<file path="src/hw/rtl/twwq_pkg.sv">
// ----------------------------------------------------------------------------
// twwq_pkg
// Shared types and constants for the threshold waiter wakeup queue.
// ----------------------------------------------------------------------------
package twwq_pkg;

  localparam int NUM_WAITERS = 64;
  localparam int NUM_CLASSES = 4;
  localparam int ID_W        = 6;
  localparam int CLS_W       = 2;
  localparam int POS_W       = 64;
  localparam int CNT_W       = $clog2(NUM_WAITERS + 1);
  localparam logic [POS_W-1:0] POS_ALL_ONES = '1;

  typedef enum logic [1:0] {
    OP_ADD    = 2'd0,
    OP_REMOVE = 2'd1,
    OP_WAKEUP = 2'd2,
    OP_UNUSED = 2'd3
  } op_t;

  typedef enum logic [2:0] {
    KIND_ADDED       = 3'd0,
    KIND_REMOVED     = 3'd1,
    KIND_NOT_WAITING = 3'd2,
    KIND_ALREADY     = 3'd3,
    KIND_WOKEN       = 3'd4,
    KIND_NONE        = 3'd5
  } kind_t;

  typedef enum logic [2:0] {
    ST_IDLE,
    ST_SCAN,
    ST_DECIDE,
    ST_OUT
  } state_t;

  // Candidate travelling along the cell chain.
  typedef struct packed {
    logic             found;
    logic [ID_W-1:0]  id;
    logic [POS_W-1:0] target;
  } cand_t;

  // Command broadcast to every cell.
  typedef struct packed {
    logic             write;
    logic             clear;
    logic [ID_W-1:0]  id;
    logic [CLS_W-1:0] cls;
    logic [POS_W-1:0] target;
  } cell_cmd_t;

endpackage

</file>
<file path="src/hw/rtl/twwq_cell.sv">
// ----------------------------------------------------------------------------
// twwq_cell
// One waiter slot; compares its target with the passing candidate and hands
// the better one to the next cell.
// ----------------------------------------------------------------------------
module twwq_cell
  import twwq_pkg::*;
(
  input  logic             clk,
  input  logic             rst,
  input  logic [ID_W-1:0]  cell_id,
  input  cell_cmd_t        cmd,
  input  logic             scan_en,
  input  logic [CLS_W-1:0] scan_cls,
  input  cand_t            cand_in,
  output cand_t            cand_out,
  output logic             waiting
);

  logic [POS_W-1:0] target;
  logic [CLS_W-1:0] cls;
  logic             take;

  always_ff @(posedge clk) begin
    if (rst) begin
      waiting <= 1'b0;
    end else if (cmd.write && cmd.id == cell_id) begin
      waiting <= 1'b1;
    end else if (cmd.clear && cmd.id == cell_id) begin
      waiting <= 1'b0;
    end
  end

  always_ff @(posedge clk) begin
    if (cmd.write && cmd.id == cell_id) begin
      target <= cmd.target;
      cls    <= cmd.cls;
    end
  end

  // strict less keeps the lower waiter number on ties (scan runs upward)
  assign take = scan_en && waiting && cls == scan_cls &&
                (!cand_in.found || target < cand_in.target);

  always_ff @(posedge clk) begin
    if (take) begin
      cand_out <= '{found: 1'b1, id: cell_id, target: target};
    end else begin
      cand_out <= cand_in;
    end
  end

endmodule

</file>
<file path="config.mk">
export PLATFORM = sky130hd
export DESIGN_NAME = twwq_cell
export DESIGN_NICKNAME = d
export VERILOG_FILES = /design/src/hw/rtl/twwq_pkg.sv /design/src/hw/rtl/twwq_cell.sv
export SDC_FILE = /design/constraint.sdc
export NUM_CORES = 1
export LEC_CHECK = 0
export BUFFER_PORTS_ARGS = -buffer_cell sky130_fd_sc_hd__buf_2
export CORE_MARGIN = 8
export CORE_UTILIZATION = 57
export CTS_CLUSTER_DIAMETER = 60
export DETAILED_ROUTE_END_ITERATION = 7
export GPL_TIMING_DRIVEN = 0
export PLACE_DENSITY = 0.86
export SLEW_MARGIN = 10
export SYNTH_ARGS = -nofsm -noshare
export SYNTH_HDL_FRONTEND = slang
export SYNTH_SLANG_ARGS = --single-unit
</file>
<file path="constraint.sdc">
create_clock -name clk -period 5.8 [get_ports clk]
set_clock_uncertainty 0.15 [all_clocks]
set_input_delay 0.58 -clock clk [delete_from_list [all_inputs] [get_ports clk]]
set_output_delay 0.58 -clock clk [all_outputs]
set_load 0.005 [all_outputs]
</file>
==> metrics.txt, run 1 <==
cell area after synthesis=between 8000 and 9000 µm²; setup repair bufs after CTS=0; share of the cycle needed by the critical path after routing=60.1%; total congestion overflow after global routing=0; endpoint kind of the worst setup timing path=flip-flop; share of synthesized cell area in and, or, nand and nor gates=13.4%; deepest level of the CTS H-tree=4; Synth Area in XOR/XNOR=0.863%; clock slew at the register clock pins of the worst setup and hold paths=approximately 60 ps; total of warnings raised by yosys=0; full die area=~18,000 µm²; Leak Pwr=4.33 nW; Max Cap Viol=0; Adder-Cell Fraction of Synth Area=roughly a tenth; asr flop ratio synth=0%; mux cell area share after synthesis=0%; Synth Area in Compound Gates=a little under a quarter; dominant combinational cell family by area after synthesis=compound AO/OA/AOI/OAI gates; first element of the critical path=target[33]; pin slew with the least headroom to its limit=1050 ps; standard-cell row count=43; DR WL/cell=between 15 and 20 µm; setup repair after global routing missed its margin=no; Fin Setup TNS=0 ps; outcome=finished, final reports clean; post-route cell area=10,100 µm²; number of global-route vias before repair=7,388; number of remaining DRC errors=0; library cell with the highest instance count after synthesis=sky130_fd_sc_hd__inv_1; instance area after placement=9510 µm²; CTS sink count=138; leading register cell type out of synthesis=sky130_fd_sc_hd__dfxtp_1; number of endpoints failing setup at the final stage=0; root buf cell=sky130_fd_sc_hd__clkbuf_16; Detailed Route Iter0 Violations=558; fillcell total=~1,000; relative slew slack=30.1%; I/O pin total=228; clock insertion delay at the later pin of the skew report=430 ps; sequential-to-total area share from yosys stat=42.2%; number of instances in the synthesized netlist=slightly above 800; final estimated routing congestion in global placement=0.880; Crit Path Category=flip-flop to flip-flop; CP Launch Type=flip-flop; routed via count divided by cell count=around 5.9; Die X-Extent=135 µm; Routed Wire Length=24.2 mm; Commonest cells post-synth=sky130_fd_sc_hd__inv_1, sky130_fd_sc_hd__nand2_1, sky130_fd_sc_hd__nand4_1; total power density per cell area=232 nW/µm²; number of synthesized flops with an enable pin=66; net count of the finished layout=~1,300; die height=between 100 and 150 µm; top-area cell type share of the netlist area=24.4%; core region area=around 14,000 µm²; highest clock rate=about 290 MHz; number of distinct library cells after synthesis=a little over 40; Port Buffer Count=227; PostCTS Resize Cnt=0; average cell area after synthesis=10.0 µm²; Area contributors post-synth=sky130_fd_sc_hd__edfxtp_1, sky130_fd_sc_hd__dfxtp_1, sky130_fd_sc_hd__o311ai_2; share of cells above drive strength 1=between 30% and 40%; net count after synthesis=1,030; number of antenna violations at the first check in global routing=2; final worst path period need=3480 ps; wire length of the first global-routing pass=37.7 mm; total count of hold-check failures in the final report=0; Max Slew Vio Count=0; total via count after detailed routing=7,343; type of the most critical hold path=primary input to flip-flop; first-pass iteration count of the detailed router=5; post-detail-place hpwl=17.7 mm; Data arrival, critical path=3610 ps; CTS tree=built; Clock Path Buffers=2; Routed Antenna Nets=0; biggest area consumer among synthesized cells=sky130_fd_sc_hd__edfxtp_1; area growth from synthesis to layout=24.1%; maximum net fanout on the critical path=10; flop and latch count out of synthesis=138; global-route usage over all layers=between 20% and 30%; start point of the worst min-delay path=rst; # hold bufs at CTS=0; maximum number of pins on one net before global-route repair=38; reg-to-reg critical path startpoint=target[33]; required time of the worst setup path=just under 6000 ps; effective utilization at floorplan=58.5%; TritonCTS buffer count=17; maximum vdd drop=~0.27 mV
worst max-delay path, cell delays in order, from the launching register on:
cell	delay (ps)
sky130_fd_sc_hd__edfxtp_1	420
sky130_fd_sc_hd__ha_1	310
sky130_fd_sc_hd__a21oi_1	130
sky130_fd_sc_hd__o21ai_1	100
sky130_fd_sc_hd__a221oi_1	480
sky130_fd_sc_hd__a2bb2oi_1	860
sky130_fd_sc_hd__and4_4	390
sky130_fd_sc_hd__buf_6	160
sky130_fd_sc_hd__buf_6	190
sky130_fd_sc_hd__o311ai_2	130
cell type report:
| class | instances | area, µm² | share of cell area, % |
|---|---|---|---|
| clock inverters | 8 | 95.1 | 0.945 |
| clock buffers | 24 | 462 | 4.59 |
| plain buffers | 68 | 317 | 3.14 |
| flip-flops and latches | 138 | 3420 | 34.0 |
| well taps | 180 | 225 | 2.24 |
| repair buffers | 228 | 1160 | 11.5 |
| multi-input cells | 466 | 3860 | 38.4 |
| inverters | 139 | 522 | 5.18 |
| diodes | 2 | 5.00 | 0.0497 |
sequential cells by signal, summed over array words and instances, names as in the netlist:
name / cells
cand_out: 71
target: 64
cls: 2
waiting: 1
power by group:
part	switching, mW	internal (mW)
Sequential	0.0115	1.05
Clock	0.399	0.640
Combinational	0.113	0.118
Total	0.524	1.81
kinds of logic (layout without fill, tap and decap cells):
family          after synthesis  count (layout)
buf+inv                     207             467
compound gates              189             189
simple gates                206             206
flops                       138             138
xor+xnor                      8               8
other cells                   0               2
fa+ha+maj                    63              63
final timing paths:
check | end | slack [ps] | cells after the start
max | cand_out[14] | 2320 | 9
min | waiting | 170 | 2
max reg2reg | cand_out[14] | 2320 | 9
min reg2reg | cand_out[44] | 400 | 2
metal layers:
layer  GRT usage [%]  part of all wire, %  vias to the layer above
li1                -                    -                     3504
met1            31.3                   40                     3409
met2            42.8                   48                      351
met3            6.01                  7.6                       79
met4            13.5                  4.7                        0
met5               0                    0                        -
layout by cell type, fill, tap and decap left out, drive strengths merged, types with 3 or more instances in the layout:
master  count
a211oi     72
a21oi      23
a221oi      3
and4        7
buf       239
clkbuf     81
clkinv      5
dfxtp      72
edfxtp     66
ha         63
inv       139
nand2      93
nand3       5
nand4      82
nor2        5
nor3        4
o211ai      7
o21ai       9
o311ai     63
xnor2       4
xor2        4
per-stage QoR:
stage	setup slack (ps)	total power [mW]	util, %	hold WS (ps)	instances
after floorplan	2630	1.20	-	336	811
after global placement	1570	1.31	68.3	342	1218
after detailed placement	1980	1.31	68.5	382	1219
after CTS	2270	2.34	72.5	166	1251
after global routing	2180	2.41	72.5	159	1253
final	2320	2.34	72.5	173	1253
Note: power is estimated with default switching activity, not from simulation.
==> run 2, diff against run 1 <==
--- a/config.mk
+++ b/config.mk
@@ -7,11 +7,11 @@
 export LEC_CHECK = 0
 export BUFFER_PORTS_ARGS = -buffer_cell sky130_fd_sc_hd__buf_2
 export CORE_MARGIN = 8
-export CORE_UTILIZATION = 57
+export CORE_UTILIZATION = 53
 export CTS_CLUSTER_DIAMETER = 60
 export DETAILED_ROUTE_END_ITERATION = 7
 export GPL_TIMING_DRIVEN = 0
-export PLACE_DENSITY = 0.86
+export PLACE_DENSITY = 0.81
 export SLEW_MARGIN = 10
 export SYNTH_ARGS = -nofsm -noshare
 export SYNTH_HDL_FRONTEND = slang
==> constraint.sdc (replaced) <==
create_clock -name clk -period 3.55 [get_ports clk]
set_clock_uncertainty 0.15 [all_clocks]
set_input_delay 0.355 -clock clk [delete_from_list [all_inputs] [get_ports clk]]
set_output_delay 0.355 -clock clk [all_outputs]
set_load 0.005 [all_outputs]
==> metrics.txt, run 2 (synthesis results as in run 1) <==
deepest level of the CTS H-tree=4 (unchanged); endpoint kind of the worst setup timing path=flip-flop; cells on worst reg2reg path=10 (+1); slowest library cell on the worst path=sky130_fd_sc_hd__edfxtp_1; fillcell total=1,089 (+5.1%); I/O pin total=228 (unchanged); final worst path period need=3320 ps (-168 ps); clock insertion delay at the later pin of the skew report=430 ps (about the same); Detailed Route Iter0 Violations=622 (+11%); routed via count divided by cell count=5.74 (-2.1%); Routed Antenna Nets=0 (unchanged); global-route usage over all layers=25.9% (-0.22 points); effective utilization at floorplan=53.8% (-4.7 points); Data arrival, critical path=3480 ps (-130 ps); total congestion overflow after global routing=0 (unchanged); standard-cell row count=45 (+4.7%); highest clock rate=302 MHz (+5.1%); first-pass iteration count of the detailed router=5 (unchanged); area growth from synthesis to layout=33.8%; most flop-heavy register=cand_out; CP Launch Type=flip-flop; root buf cell=sky130_fd_sc_hd__clkbuf_16; Max Slew Vio Count=0 (unchanged); relative slew slack=28.3% (-1.8 points); CTS tree=built; cell seen most often among critical-path stages=sky130_fd_sc_hd__buf_6; Fin Setup TNS=0 ps (unchanged); post-route worst hold slack=13.9 ps (-159 ps); number of remaining DRC errors=0 (unchanged); Die X-Extent=140 µm (+3.3%); DR WL/cell=19.0 µm (-1.5%); Clock Path Buffers=2 (unchanged); TritonCTS buffer count=17 (unchanged); die height=140 µm (+3.3%); final estimated routing congestion in global placement=0.862 (-2.0%); Hold Path Depth=2 (unchanged); setup repair bufs after CTS=0 (unchanged); pin slew with the least headroom to its limit=1080 ps (+27.7 ps); biggest cell delay along the critical path=440 ps (-420 ps); wire length of the first global-routing pass=40.2 mm (+6.8%); maximum net fanout on the critical path=10 (unchanged); Crit Path Category=flip-flop to flip-flop; CP cell instances=ha_1 -> nand4_1 -> nor4_4 -> and3_1 -> clkbuf_1 -> a21oi_1 -> and4_4 -> buf_6 -> buf_6 -> o311ai_2; maximum number of pins on one net before global-route repair=38 (unchanged); Leak Pwr=4.67 nW (+7.7%); type of the most critical hold path=primary input to flip-flop; maximum vdd drop=0.511 mV (+88%); share of the cycle needed by the critical path after routing=93.4% (+33 points); Crit path depth=10 (+1); worst slack, placed=-52.6 ps (-2030 ps); Max Cap Viol=0 (unchanged); Routed Wire Length=25.2 mm (+4.3%); total via count after detailed routing=7,610 (+3.6%); most frequent cells in the layout=sky130_fd_sc_hd__buf_2, sky130_fd_sc_hd__inv_1, sky130_fd_sc_hd__nand2_1; post-detail-place hpwl=17.6 mm (-0.93%); net count of the finished layout=1,343 (+5.2%); total power density per cell area=385 nW/µm² (+66%); Worst Setup Slack, final=234 ps (-2080 ps); crit path buf inv count=3 (+1); number of global-route vias before repair=7,813 (+5.8%); most frequent standard cell in the layout excluding fill and tap cells=sky130_fd_sc_hd__buf_2; full die area=19,500 µm² (+6.6%); number of flip-flops under the largest register name=71 (unchanged); number of endpoints failing setup at the final stage=0 (unchanged); number of antenna violations at the first check in global routing=1 (-1); cell family with the largest share of critical-path delay=simple AND/OR/NAND/NOR gates; total count of hold-check failures in the final report=0 (unchanged); core region area=15,100 µm² (+8.7%); largest registers=cand_out: 71 flops, target: 64 flops, cls: 2 flops; Port Buffer Count=227 (unchanged); required time of the worst setup path=3710 ps (-2220 ps); setup repair after global routing missed its margin=no; share of cells above drive strength 1=29.8% (-1.4 points); clock slew at the register clock pins of the worst setup and hold paths=60 ps (about the same); CTS sink count=138 (unchanged); outcome=finished, final reports clean
run 2: layout make-up:
class / instances / area (µm²) / share of cell area (%)
diodes: 1 / 2.50 / 0.0230
multi-input cells: 466 / 3870 / 35.6
plain buffers: 67 / 313 / 2.88
clock inverters: 13 / 223 / 2.05
inverters: 139 / 522 / 4.81
flip-flops and latches: 138 / 3420 / 31.5
well taps: 188 / 235 / 2.17
repair buffers: 295 / 1830 / 16.8
clock buffers: 19 / 443 / 4.08
run 2: per-stage QoR:
step / power, mW / cells / util, % / instance area, µm²
2_1_floorplan: 1.96 / 811 / - / 8120
3_3_place_gp: 2.13 / 1226 / 62.9 / 9490
3_5_place_dp: 2.14 / 1227 / 63.1 / 9520
4_1_cts: 4.19 / 1326 / 71.9 / 10900
5_1_grt: 4.31 / 1326 / 71.9 / 10900
6_report: 4.18 / 1326 / 71.9 / 10900
run 2: what timing repair did:
action | CTS | global route
gates resized for setup | 0 | 1
hold buffers | 67 | 0
endpoints found under the hold margin | 67 | 0
setup endpoints to repair | 0 | 70
run 2: report_power, final:
| group | internal, mW | switching, mW | leakage, nW | total [mW] |
|---|---|---|---|---|
| combinational | 0.242 | 0.202 | 3.14 | 0.444 |
| sequential | 1.72 | 0.0179 | 1.20 | 1.74 |
| clock | 1.33 | 0.668 | 0.322 | 2.00 |
run 2: per-layer routing:
metal  track usage (%)  vias up  routed length (µm)
li1                  -     3629                   -
met1              29.6     3573                9760
met2              43.4      339               12600
met3              6.46       69                1850
met4              14.5        0                1040
met5                 0        -                   0
run 2: final timing paths:
check                                     to         from  slack [ps]
worst max register to register  cand_out[23]   target[37]         230
worst min register to register       waiting      waiting         380
worst min-delay path            cand_out[70]  cand_in[70]          10
worst max-delay path            cand_out[23]   target[37]         230
run 2: worst reg2reg max path, cell delays in order, from the launching register on:
cell,delay (ps)
sky130_fd_sc_hd__edfxtp_1,440
sky130_fd_sc_hd__ha_1,360
sky130_fd_sc_hd__nand4_1,210
sky130_fd_sc_hd__nor4_4,390
sky130_fd_sc_hd__and3_1,200
sky130_fd_sc_hd__clkbuf_1,440
sky130_fd_sc_hd__a21oi_1,140
sky130_fd_sc_hd__and4_4,240
sky130_fd_sc_hd__buf_6,140
sky130_fd_sc_hd__buf_6,160
sky130_fd_sc_hd__o311ai_2,330
